## src/rtl/phsf_pkg.sv

```systemverilog
`timescale 1ns / 1ps
// ----------------------------------------------------------------------------
// phsf_pkg: shared constants and types
// Sizes, register indexes, controller command/status structs.
// ----------------------------------------------------------------------------
package phsf_pkg;

    localparam int AVERAGE_DEPTH = 20;
    localparam int DRIFT_DEPTH   = 15;
    localparam int MIN_SLOPE     = 10;

    localparam int AW = $clog2(AVERAGE_DEPTH);
    localparam int RW = $clog2(DRIFT_DEPTH);
    localparam int ACW = $clog2(AVERAGE_DEPTH + 1);
    localparam int RCW = $clog2(DRIFT_DEPTH + 1);
    localparam int SUMW = 12 + ACW;

    localparam logic [1:0] REG_NEUTRAL   = 2'd0;
    localparam logic [1:0] REG_SLOPE     = 2'd1;
    localparam logic [1:0] REG_CAL       = 2'd2;
    localparam logic [1:0] REG_THRESHOLD = 2'd3;

    // controller -> datapath
    typedef struct packed {
        logic load;     // capture sample, update sum and store
        logic div_avg;  // start average divide
        logic div_ph;   // start pH divide
        logic div_step; // one restoring step
        logic push;     // write average into ring, start scan
        logic scan;     // one ring entry compare
        logic finish;   // form result
    } phsf_cmd_t;

    // datapath -> controller
    typedef struct packed {
        logic div_done;
        logic scan_done;
    } phsf_sts_t;

endpackage

```

## src/rtl/phsf_ram.sv

```systemverilog
`timescale 1ns / 1ps
// ----------------------------------------------------------------------------
// phsf_ram: generic single-port RAM
// One registered read per cycle, plus a write when we is set.
// ----------------------------------------------------------------------------
module phsf_ram #(
    parameter int WIDTH = 16,
    parameter int DEPTH = 16
) (
    input  logic                     clk,
    input  logic                     we,
    input  logic [$clog2(DEPTH)-1:0] addr,
    input  logic [WIDTH-1:0]         wdata,
    output logic [WIDTH-1:0]         rdata
);
    logic [WIDTH-1:0] mem [DEPTH];

    always_ff @(posedge clk)
    begin
        if (we)
            mem[addr] <= wdata;
        rdata <= mem[addr];
    end
endmodule

```

## src/rtl/phsf_ctrl.sv

```systemverilog
`timescale 1ns / 1ps
// ----------------------------------------------------------------------------
// phsf_ctrl: sequencer
// Steps one sample through sum update, two divides and the ring scan.
// ----------------------------------------------------------------------------
module phsf_ctrl (
    input  logic              clk,
    input  logic              rst_n,
    input  logic              in_valid,
    output logic              in_ready,
    output logic              out_valid,
    input  logic              out_ready,
    output phsf_pkg::phsf_cmd_t cmd,
    input  phsf_pkg::phsf_sts_t sts
);
    import phsf_pkg::*;

    typedef enum logic [8:0] {
        S_IDLE  = 9'b0_0000_0001,
        S_READ  = 9'b0_0000_0010,
        S_ADIV0 = 9'b0_0000_0100,
        S_ADIV  = 9'b0_0000_1000,
        S_PUSH  = 9'b0_0001_0000,
        S_SCAN  = 9'b0_0010_0000,
        S_PDIV0 = 9'b0_0100_0000,
        S_PDIV  = 9'b0_1000_0000,
        S_FIN   = 9'b1_0000_0000
    } state_t;

    state_t state_reg, state_next;
    logic   out_valid_reg, out_valid_next;

    assign in_ready  = (state_reg == S_IDLE) && (!out_valid_reg || out_ready);
    assign out_valid = out_valid_reg;

    // next state and commands
    always_comb
    begin
        state_next     = state_reg;
        out_valid_next = out_valid_reg && !out_ready;
        cmd            = '0;
        case (state_reg)
            S_IDLE:
            begin
                if (in_valid && in_ready)
                begin
                    cmd.load   = 1'b1;
                    state_next = S_READ;
                end
            end
            S_READ:
            begin
                // sum and count update this cycle
                state_next = S_ADIV0;
            end
            S_ADIV0:
            begin
                cmd.div_avg = 1'b1;
                state_next  = S_ADIV;
            end
            S_ADIV:
            begin
                cmd.div_step = 1'b1;
                if (sts.div_done)
                    state_next = S_PUSH;
            end
            S_PUSH:
            begin
                cmd.push   = 1'b1;
                state_next = S_SCAN;
            end
            S_SCAN:
            begin
                cmd.scan = 1'b1;
                if (sts.scan_done)
                    state_next = S_PDIV0;
            end
            S_PDIV0:
            begin
                cmd.div_ph = 1'b1;
                state_next = S_PDIV;
            end
            S_PDIV:
            begin
                cmd.div_step = 1'b1;
                if (sts.div_done)
                    state_next = S_FIN;
            end
            S_FIN:
            begin
                if (!out_valid_reg || out_ready)
                begin
                    cmd.finish     = 1'b1;
                    out_valid_next = 1'b1;
                    state_next     = S_IDLE;
                end
            end
            default: state_next = S_IDLE;
        endcase
    end

    always_ff @(posedge clk or negedge rst_n)
    begin
        if (!rst_n)
        begin
            state_reg     <= S_IDLE;
            out_valid_reg <= 1'b0;
        end
        else
        begin
            state_reg     <= state_next;
            out_valid_reg <= out_valid_next;
        end
    end
endmodule

```

## src/rtl/phsf_dp.sv

```systemverilog
`timescale 1ns / 1ps
// ----------------------------------------------------------------------------
// phsf_dp: datapath
// Sample store, running sum, shared restoring divider, drift ring scan, pH.
// ----------------------------------------------------------------------------
module phsf_dp (
    input  logic        clk,
    input  logic        rst_n,
    input  logic        cfg_we,
    input  logic [1:0]  cfg_idx,
    input  logic [15:0] cfg_data,
    input  logic        cfg_hi,
    input  logic [11:0] sample,
    input  phsf_pkg::phsf_cmd_t cmd,
    output phsf_pkg::phsf_sts_t sts,
    output logic [15:0] filtered_level,
    output logic [15:0] drift_level,
    output logic        is_stable,
    output logic        became_stable,
    output logic [10:0] ph_hundredths,
    output logic        ph_valid
);
    import phsf_pkg::*;

    localparam int QW = 23; // dividend width: mag*100 + slope/2 < 2^23
    localparam logic [AW-1:0] ALAST = AW'(AVERAGE_DEPTH - 1);
    localparam logic [RW-1:0] RLAST = RW'(DRIFT_DEPTH - 1);

    // configuration registers
    logic [15:0] neutral_reg, slope_reg;
    logic        cal_reg;
    logic [11:0] thr_reg;

    always_ff @(posedge clk or negedge rst_n)
    begin
        if (!rst_n)
        begin
            neutral_reg <= '0;
            slope_reg   <= 16'd1787;
            cal_reg     <= 1'b0;
            thr_reg     <= 12'd79;
        end
        else if (cfg_we && !cfg_hi)
        begin
            case (cfg_idx)
                REG_NEUTRAL:   neutral_reg <= cfg_data;
                REG_SLOPE:     slope_reg   <= cfg_data;
                REG_CAL:       cal_reg     <= cfg_data[0];
                REG_THRESHOLD: thr_reg     <= cfg_data[11:0];
                default: ;
            endcase
        end
    end

    // sample store, read old entry then write new one
    logic [AW-1:0]   aidx_reg;
    logic [ACW-1:0]  acnt_reg;
    logic [SUMW-1:0] sum_reg;
    logic [11:0]     samp_reg, old_q;
    logic            aread_reg;

    phsf_ram #(.WIDTH(12), .DEPTH(AVERAGE_DEPTH)) u_avg_ram (
        .clk(clk), .we(aread_reg), .addr(aidx_reg), .wdata(samp_reg), .rdata(old_q)
    );

    always_ff @(posedge clk or negedge rst_n)
    begin
        if (!rst_n)
        begin
            aidx_reg  <= '0;
            acnt_reg  <= '0;
            sum_reg   <= '0;
            aread_reg <= 1'b0;
        end
        else
        begin
            aread_reg <= cmd.load;
            if (aread_reg)
            begin
                // old entry counts only once the store is full
                sum_reg <= sum_reg + SUMW'(samp_reg)
                         - ((acnt_reg == ACW'(AVERAGE_DEPTH)) ? SUMW'(old_q) : '0);
                aidx_reg <= (aidx_reg == ALAST) ? '0 : aidx_reg + 1'b1;
                if (acnt_reg != ACW'(AVERAGE_DEPTH))
                    acnt_reg <= acnt_reg + 1'b1;
            end
        end
    end

    always_ff @(posedge clk)
    begin
        if (cmd.load)
            samp_reg <= sample;
    end

    // shared restoring divider, one quotient bit per step
    logic [QW-1:0] num_reg, quo_reg;
    logic [16:0]   rem_reg;
    logic [15:0]   den_reg;
    logic [4:0]    dcnt_reg;
    logic [17:0]   trial;
    logic [16:0]   mag;
    logic [15:0]   avg_reg;
    logic          div_done, scan_done;

    assign mag = (avg_reg <= neutral_reg) ? 17'(neutral_reg - avg_reg)
                                          : 17'(avg_reg - neutral_reg);
    assign trial = {rem_reg, num_reg[QW-1]} - {2'b0, den_reg};
    assign div_done = (dcnt_reg == 5'd1);
    assign sts = '{div_done: div_done, scan_done: scan_done};

    always_ff @(posedge clk or negedge rst_n)
    begin
        if (!rst_n)
            dcnt_reg <= '0;
        else if (cmd.div_avg || cmd.div_ph)
            dcnt_reg <= 5'(QW);
        else if (cmd.div_step && dcnt_reg != '0)
            dcnt_reg <= dcnt_reg - 1'b1;
    end

    always_ff @(posedge clk)
    begin
        if (cmd.div_avg)
        begin
            num_reg <= QW'({sum_reg, 4'b0}) + QW'(acnt_reg >> 1);
            den_reg <= 16'(acnt_reg);
            rem_reg <= '0;
        end
        else if (cmd.div_ph)
        begin
            num_reg <= QW'(mag) * QW'(100) + QW'(slope_reg >> 1);
            den_reg <= slope_reg;
            rem_reg <= '0;
        end
        else if (cmd.div_step)
        begin
            num_reg <= {num_reg[QW-2:0], 1'b0};
            if (!trial[17])
            begin
                rem_reg <= trial[16:0];
                quo_reg <= {quo_reg[QW-2:0], 1'b1};
            end
            else
            begin
                rem_reg <= {rem_reg[15:0], num_reg[QW-1]};
                quo_reg <= {quo_reg[QW-2:0], 1'b0};
            end
        end
        if (cmd.push)
            avg_reg <= quo_reg[15:0];
    end

    // drift ring: write average, then walk written entries for min/max
    logic [RW-1:0]  ridx_reg;
    logic [RCW-1:0] rcnt_reg, sidx_reg;
    logic [15:0]    lo_reg, hi_reg, ring_q;
    logic           rvalid_reg, pushed_reg;
    logic [RW-1:0]  raddr;

    assign raddr = pushed_reg ? ridx_reg : sidx_reg[RW-1:0];

    phsf_ram #(.WIDTH(16), .DEPTH(DRIFT_DEPTH)) u_ring_ram (
        .clk(clk), .we(pushed_reg), .addr(raddr), .wdata(avg_reg), .rdata(ring_q)
    );

    assign scan_done = !pushed_reg && !rvalid_reg && (sidx_reg >= rcnt_reg);

    always_ff @(posedge clk or negedge rst_n)
    begin
        if (!rst_n)
        begin
            ridx_reg   <= '0;
            rcnt_reg   <= '0;
            sidx_reg   <= '0;
            rvalid_reg <= 1'b0;
            pushed_reg <= 1'b0;
        end
        else
        begin
            pushed_reg <= cmd.push;
            rvalid_reg <= 1'b0;
            if (pushed_reg)
            begin
                ridx_reg <= (ridx_reg == RLAST) ? '0 : ridx_reg + 1'b1;
                if (rcnt_reg != RCW'(DRIFT_DEPTH))
                    rcnt_reg <= rcnt_reg + 1'b1;
                sidx_reg <= '0;
            end
            else if (cmd.scan && sidx_reg < rcnt_reg)
            begin
                rvalid_reg <= 1'b1;
                sidx_reg   <= sidx_reg + 1'b1;
            end
        end
    end

    // min/max accumulate; the walk stops at the fill count
    always_ff @(posedge clk)
    begin
        if (pushed_reg)
        begin
            lo_reg <= avg_reg;
            hi_reg <= avg_reg;
        end
        else if (rvalid_reg)
        begin
            if (ring_q < lo_reg) lo_reg <= ring_q;
            if (ring_q > hi_reg) hi_reg <= ring_q;
        end
    end

    // result register
    logic [15:0] drift;
    logic        stable, valid, below;
    logic [10:0] ph;
    logic        was_reg;

    assign drift = (rcnt_reg >= RCW'(3)) ? (hi_reg - lo_reg) : '0;
    assign stable = (drift <= 16'(thr_reg)) && (rcnt_reg == RCW'(DRIFT_DEPTH));
    assign valid = cal_reg && (slope_reg >= 16'(MIN_SLOPE));
    assign below = avg_reg > neutral_reg;

    always_comb
    begin
        if (!valid)
            ph = '0;
        else if (quo_reg >= QW'(700))
            ph = below ? 11'd0 : 11'd1400;
        else if (below)
            ph = 11'(11'd700 - quo_reg[10:0]);
        else
            ph = 11'(11'd700 + quo_reg[10:0]);
    end

    always_ff @(posedge clk or negedge rst_n)
    begin
        if (!rst_n)
            was_reg <= 1'b0;
        else if (cmd.finish)
            was_reg <= stable;
    end

    always_ff @(posedge clk)
    begin
        if (cmd.finish)
        begin
            filtered_level <= avg_reg;
            drift_level    <= drift;
            is_stable      <= stable;
            became_stable  <= stable && !was_reg;
            ph_hundredths  <= ph;
            ph_valid       <= valid;
        end
    end
endmodule

```

## src/rtl/ph_sensor_filter_stability_unit.sv

```systemverilog
`timescale 1ns / 1ps
// ----------------------------------------------------------------------------
// ph_sensor_filter_stability_unit: pH probe filter with stability flag
// One 12-bit sample in, one filtered level / drift / pH result out.
// ----------------------------------------------------------------------------
// Each sample runs from acceptance to the result register through the sum
// update, the average divide, the one-entry-per-cycle walk over the drift
// ring RAM and the pH divide; the shared restoring divider (one bit per
// cycle) serves both divides. A new sample is taken once the controller is
// idle and the output register is empty or being read in the same cycle.
module ph_sensor_filter_stability_unit (
    input  logic        clk,
    input  logic        rst_n,
    input  logic        cfg_we,
    input  logic [3:0]  cfg_index,
    input  logic [15:0] cfg_data,
    input  logic        in_valid,
    output logic        in_ready,
    input  logic [11:0] sample,
    output logic        out_valid,
    input  logic        out_ready,
    output logic [15:0] filtered_level,
    output logic [15:0] drift_level,
    output logic        is_stable,
    output logic        became_stable,
    output logic [10:0] ph_hundredths,
    output logic        ph_valid
);
    import phsf_pkg::*;

    phsf_cmd_t cmd;
    phsf_sts_t sts;

    phsf_ctrl u_ctrl (
        .clk(clk), .rst_n(rst_n), .in_valid(in_valid), .in_ready(in_ready),
        .out_valid(out_valid), .out_ready(out_ready), .cmd(cmd), .sts(sts)
    );

    phsf_dp u_dp (
        .clk(clk), .rst_n(rst_n), .cfg_we(cfg_we), .cfg_idx(cfg_index[1:0]),
        .cfg_data(cfg_data), .cfg_hi(|cfg_index[3:2]), .sample(sample),
        .cmd(cmd), .sts(sts), .filtered_level(filtered_level),
        .drift_level(drift_level), .is_stable(is_stable),
        .became_stable(became_stable), .ph_hundredths(ph_hundredths),
        .ph_valid(ph_valid)
    );
endmodule

```

## config.mk

```make
export PLATFORM = sky130hd
export DESIGN_NAME = ph_sensor_filter_stability_unit
export DESIGN_NICKNAME = d
export VERILOG_FILES = /design/src/rtl/phsf_pkg.sv /design/src/rtl/phsf_ram.sv /design/src/rtl/phsf_ctrl.sv /design/src/rtl/phsf_dp.sv /design/src/rtl/ph_sensor_filter_stability_unit.sv
export SDC_FILE = /design/constraint.sdc
export NUM_CORES = 1
export LEC_CHECK = 0
export ABC_CLOCK_PERIOD_IN_PS = 8900
export BUFFER_PORTS_ARGS = -buffer_cell sky130_fd_sc_hd__clkbuf_2
export CORE_ASPECT_RATIO = 1.5
export CORE_MARGIN = 2
export CORE_UTILIZATION = 40
export CTS_CLUSTER_SIZE = 25
export DETAILED_ROUTE_END_ITERATION = 7
export GPL_TIMING_DRIVEN = 0
export SYNTH_ARGS = -nofsm -noshare
export SYNTH_HDL_FRONTEND = slang
export SYNTH_SLANG_ARGS = --single-unit
```

## constraint.sdc

```tcl
create_clock -name clk -period 8.9 [get_ports clk]
set_input_delay 0.445 -clock clk [delete_from_list [all_inputs] [get_ports clk]]
set_output_delay 0.445 -clock clk [all_outputs]
set_load 0.005 [all_outputs]
```

==> results.md, run 1 <==
- Vias in the first global route: 23800
- Final min period: ~8.4 ns
- Htree depth: 3
- DR vias: between 20000 and 25000
- Worst-path clk slew: around 0.06 ns
- Area Overhead vs Synth: 14.2%
- Synth Register Bits: between 700 and 800
- Total grt overflow: 0
- Synth Net Count: approximately 3000
- Final Hold Fails: 0
- CP Capture Type: flop
- TritonRoute pass-1 iters: 5
- Period utilization: 94.2%
- Max Fclk: approximately 120 MHz
- Worst EP required: ~9.4 ns
- Synth Area in Compound Gates: under 10%
- Mux contribution to synthesized area: under 10%
- CTS tree: built
- Clock Latency Late Sink: 0.68 ns
- Largest net degree at the start of global routing: about 100
- Iteration-0 DRC Markers: around 1500
- Status: complete, no violations
- TritonCTS Buffers: slightly below 80
- Die Ht: 381 µm
- Critical path type: reg -> reg
- Place WS: 0.0349 ns
- Initial core utilization: around two fifths
- LEAKAGE: approximately 16 nW
- Routed wire per std cell: 21.3 µm
- Final instance area: between 0.04 and 0.05 mm²
- Yosys top cell by area: edfxtp_1
- Final setup violation count: 0
- Post-route ant nets: 0
- Min-Delay Path Class: in -> reg
- Max-cap violations: 0
- Final Power: between 15 and 20 mW
- Die Area: ~0.1 mm²
- Worst Setup Slack, final: roughly 0.52 ns
- Synth Area in Simple Gates: ~7.2%
- Final wirelength: 92000 µm
- Synth cell types: 95
- Share of cells above drive strength 1: 16.6%
- Crit-path max FO: 19
- Max Slew Vio Count: 0
- Main synth FF type: edfxtp_1
- Drt via density: approximately 5.3
- Registers with the most flip-flops: u_dp.u_avg_ram.mem (240), u_dp.u_ring_ram.mem (240)
- Post-Syn Area: roughly 0.038 mm²
- Worst VDD drop: between 400 and 500 µV
- I/O pin cnt: between 80 and 90
- Setup Skew: about 0.044 ns
- YS warnings: 0
- Port bufs: 84
- DRC: 0
- Num Clock Sinks: about 800
- Power Dens Cells: 391 mW/mm²
- Post-synth top area share: 50.5%
- Die Width: 255 µm
- Clock root buffer: clkbuf_16
- Async SR Flop Fraction: approximately 13%
- Clock buffer depth: 3
- Leading cell type in the layout, fill and taps excluded: edfxtp_1
- Overall Global Routing Usage: about a fifth
- Synth Area in Adders: roughly 8.4%
- Global-route wire length before repair: about 140000 µm
- GPL Wtd Cong: ~0.93
- Synth Area in XOR/XNOR: 2.73%
- Worst slew pin tran: between 1 and 1.5 ns
- RSZ-0062 raised after global routing: false
- CORE AREA: 0.0941 mm²
- Final Net Count: ~3300
- Hold slack final: roughly 0.074 ns
- Top cells by area, synth: edfxtp_1 51%, ha_1 6.9%, mux4_2 6.4%
- Leading cell types in the layout, fill and taps excluded: 637 x edfxtp_1, 241 x inv_1, 208 x ha_1
- Setup TNS: 0 ns
- Initial antenna violation count: 0
- Largest family of logic cells by synthesized area: multiplexers
- Post-DP HPWL: approximately 66000 µm
- Number of synthesized flops with an enable pin: roughly 640
- CP arrival: 8.83 ns
- Mapped Cells: 2758
- Placed cell area: roughly 0.04 mm²
- Crit start category: flop
- Synth Area per Inst: roughly 14 µm²
- Row cnt: around 140
- Sequential fraction of the synthesis area: between 60% and 70%
- Slew margin rel.: 17.7%
==> path summary, 6_finish.rpt <==
path | start | to | slack [ns] | cells after the start
setup / recovery | u_dp.avg_reg[13] | u_dp.num_reg[22] | 0.52 | 27
hold / removal | cfg_data[15] | u_dp.slope_reg[15] | 0.07 | 2
setup reg to reg | u_dp.avg_reg[13] | u_dp.num_reg[22] | 0.52 | 27
hold reg to reg | u_dp.quo_reg[20] | u_dp.quo_reg[21] | 0.42 | 0
max in group asynchronous | rst_n | u_dp.neutral_reg[14] | 7.95 | 3
min in group asynchronous | rst_n | u_dp.was_reg | 0.18 | 2
==> power breakdown <==
| part | switching, mW | leakage [nW] | internal [mW] |
|---|---|---|---|
| logic | 5.08 | 7.75 | 3.69 |
| clock network | 1.48 | 1.27 | 1.87 |
| registers | 0.300 | 7.48 | 4.47 |
==> metal layers <==
metal / GRT usage (%) / wire [µm] / up-vias
met5: 0 / 0 / -
met3: 2.21 / 3040 / 176
li1: - / - / 10700
met2: 35.8 / 49800 / 507
met4: 10.2 / 5050 / 0
met1: 20.8 / 34100 / 11400
==> area by class of cell <==
cell class / instances / area (µm²)
fillers: 8323 / 50900
flip-flops and latches: 796 / 22800
well taps: 1260 / 1580
clock buffers: 94 / 2030
inverters: 242 / 908
plain buffers: 97 / 395
clock inverters: 47 / 564
repair buffers: 150 / 1100
diodes: 3 / 7.51
multi-input cells: 1623 / 13800
==> worst max-delay path: stages (launching register included) <==
cell and delay (ns):
edfxtp_1 1.04, inv_1 0.11, ha_1 0.42, nand3_2 0.13
or3_4 0.45, nor2_4 0.17, a21o_1 0.18, clkbuf_1 0.50
clkbuf_2 0.44, mux2i_1 0.34, xnor2_1 0.24, ha_1 0.31
ha_1 0.27, inv_1 0.05, fa_1 0.53, inv_1 0.04
ha_1 0.33, or2_2 0.32, a41oi_1 0.31, xnor2_1 0.20
ha_1 0.32, a21oi_1 0.23, nand3_1 0.09, a211o_1 0.28
a31oi_2 0.30, nand3b_1 0.16, xnor2_1 0.08, o21ai_1 0.34
==> synth_stat cells, types with 13 or more instances <==
cell      count
o21ai_0     120
o21a_1       13
dfrtp_1      88
nor2_1      126
clkbuf_1     74
xor2_1       36
fa_1         27
a31oi_1      25
xnor2_1      79
and2_1       28
a21oi_1     103
ha_1        208
a211oi_1     39
nand4_1      15
nand2_1     204
mux4_2      108
o21bai_1     14
nand2b_1     25
nand3_1      41
dfstp_2      15
edfxtp_1    637
a21o_1       45
o31ai_1      13
buf_1        15
nor2b_1      23
a22oi_1      26
nor3_1       30
mux2_2       63
mux2i_1      54
inv_1       241
dfxtp_1      56
and3_1       22
==> metrics by stage <==
| step | instances | utilization [%] |
|---|---|---|
| final | 4312 | 45.9 |
| after global routing | 4309 | 45.9 |
| after CTS | 4271 | 45.6 |
| after detailed placement | 4117 | 42.7 |
| after global placement | 4102 | 42.4 |
| after floorplan | 2758 | - |
==> cells by family after synthesis <==
group | count (synthesis)
fa+ha+maj | 238
xor+xnor | 116
compound gates | 472
simple gates | 571
flops | 796
buf+inv | 339
mux | 226
==> what timing repair did <==
action,CTS,global route
resized for setup,0,2
hold buffers,13,0
endpoints found under the setup margin,0,5
hold endpoints to repair,103,0
setup buffers,0,37
Note: power is estimated with default switching activity, not from simulation.
==> run 2, diff against run 1 <==
Settings changed: ABC_CLOCK_PERIOD_IN_PS 8900 to 7100, MAX_ROUTING_LAYER from default to met4.
Clock period 8.9 ns to 7.1 ns, I/O delays scaled along.
==> run 2 against run 1 <==
  * Clock power up 23%
  * Register-to-register slack lost 0.39 ns
  * Routed wire length up 4.0%
  * Final area increased by 1.2%
  * Largest cell class unchanged
  * Worst setup slack worse by 0.39 ns
  * Die area stayed put
  * Core utilization is 0.56 points higher
  * Combinational power increased by 43%
  * Power increased by 34%
  * Critical path type unchanged
==> results.md, run 2 (synthesis gave the netlist of run 1 again) <==
- Status: complete, no violations
- Initial core utilization: slightly above 40%
- Row cnt: ~140
- CP arrival: ~7.4 ns
- Max-cap violations: 0
- Dpl cells: between 4000 and 5000
- Clock Latency Late Sink: approximately 0.67 ns
- Die Ht: 381 µm
- Final min period: between 6 and 7 ns
- Vias in the first global route: about 24000
- Power Dens Cells: slightly above 500 mW/mm²
- Drt via density: roughly 5.3
- Registers with the most flip-flops: u_dp.u_avg_ram.mem (240), u_dp.u_ring_ram.mem (240)
- Final Net Count: between 3000 and 4000
- Slowest cell on crit path: edfxtp_1
- Crit path top cell by count: ha_1
- Clock root buffer: clkbuf_16
- Largest net degree at the start of global routing: 104
- Share of cells above drive strength 1: a little under a fifth
- Overall Global Routing Usage: 20.5%
- I/O pin cnt: 85
- Slew margin rel.: 11.9%
- LEAKAGE: 16.7 nW
- TritonCTS Buffers: 78
- Post-Layout Cell Count: 4337
- Routed wire per std cell: between 20 and 25 µm
- Worst path max stage delay: 0.53 ns
- Htree depth: 3
- DR vias: about 23000
- Placed cell area: roughly 0.040 mm²
- Iteration-0 DRC Markers: 1500
- Worst R2R Setup Slack: 0.12 ns
- Crit-path max FO: 10
- # fillers: ~8300
- Final wirelength: 95700 µm
- DRC: 0
- Post-DP HPWL: 66900 µm
- Worst VDD drop: roughly 700 µV
- Max Fclk: 143 MHz
- CTS tree: built
- Leading cell type in the layout, fill and taps excluded: edfxtp_1
- Max Slew Vio Count: 0
- Final Hold Fails: 0
- CORE AREA: about 0.094 mm²
- Total grt overflow: 0
- Final setup violation count: 0
- Min-Delay Path Class: in -> reg
- TritonRoute pass-1 iters: 5
- Period utilization: between 90% and 100%
- Clock buffer depth: 3
- Die Width: roughly 260 µm
- Area Overhead vs Synth: 15.6%
- Initial antenna violation count: 0
- Setup Skew: between 0.03 and 0.04 ns
- Worst slew pin tran: roughly 1.3 ns
- Global-route wire length before repair: 144000 µm
- Die Area: slightly below 0.1 mm²
- Worst EP required: around 7.5 ns
- CP Capture Type: flop
- Crit start category: flop
- Port bufs: between 80 and 90
- Final instance area: ~0.044 mm²
- Post-route ant nets: 0
- Critical path type: reg -> reg
- Final Power: approximately 23 mW
- Num Clock Sinks: ~800
- Setup TNS: 0 ns
- Worst-path clk slew: 0.06 ns
- Leading cell types in the layout, fill and taps excluded: 637 x edfxtp_1, 240 x inv_1, 201 x nand2_1
- GPL Wtd Cong: slightly below 1
[run 2: cell count changes in the layout (fill, tap and decap cells not counted), sizes merged]
cell / delta
dlygate4sd3: +10
diode: -2
clkinv: -4
buf: +16
inv: -4
bufinv: -3
clkbuf: +12
[run 2: metrics by stage]
step           utilization (%)  setup WS [ns]  hold WS (ns)
3_3_place_gp              42.4          -1.70         0.443
4_1_cts                   46.1        0.00322       0.00450
6_report                  46.5          0.124        0.0410
2_1_floorplan                -          0.367        0.0594
5_1_grt                   46.5        -0.0650        0.0178
3_5_place_dp              42.7          -1.89         0.440
[run 2: area by class of cell]
class	count	area [µm²]	share of cell area [%]
flip-flops and latches	796	22800	52.2
multi-input cells	1623	14100	32.3
clock buffers	107	2140	4.89
well taps	1260	1580	3.60
repair buffers	176	1310	3.00
inverters	242	908	2.08
plain buffers	96	425	0.972
clock inverters	36	395	0.904
diodes	1	2.50	0.00572
[run 2: worst max-delay path, delay by kind of cell (launching register included)]
family          cells  cell delay (ns)
compound gates     10             1.91
xor+xnor            3             0.44
fa+ha+maj           6             1.95
buf+inv             7             0.89
flops               1             0.53
mux                 1             0.28
simple gates        3             0.67
[run 2: power by group]
part           internal [mW]  switching, mW
Combinational           5.56           6.95
Sequential              5.60          0.383
Clock                   2.29           1.83
[run 2: metal layers]
layer  vias up  part of all wire, %  track usage [%]
met2       536                   55             37.6
li1      10700                    -                -
met3       210                  3.6             2.53
met4         0                  5.7             10.1
met5         -                    0                -
met1     11500                   36             21.4
[run 2: final timing paths]
kind / from / endpoint / cells after the start
max in group asynchronous: rst_n / u_dp.neutral_reg[14] / 2
worst max register to register: u_dp.avg_reg[6] / u_dp.num_reg[22] / 30
worst min register to register: u_dp.quo_reg[19] / u_dp.quo_reg[20] / 0
worst min-delay path: cfg_data[11] / u_dp.slope_reg[11] / 2
worst max-delay path: u_dp.avg_reg[6] / u_dp.num_reg[22] / 30
min in group asynchronous: rst_n / u_dp.thr_reg[4] / 2
[run 2: what timing repair did]
action	in CTS	in global routing
pin swaps	10	21
endpoints found under the setup margin	13	8
endpoints found under the hold margin	112	0
buffers inserted	37	15
gates cloned	0	0
gates resized for setup	38	46
hold buffers	23	0
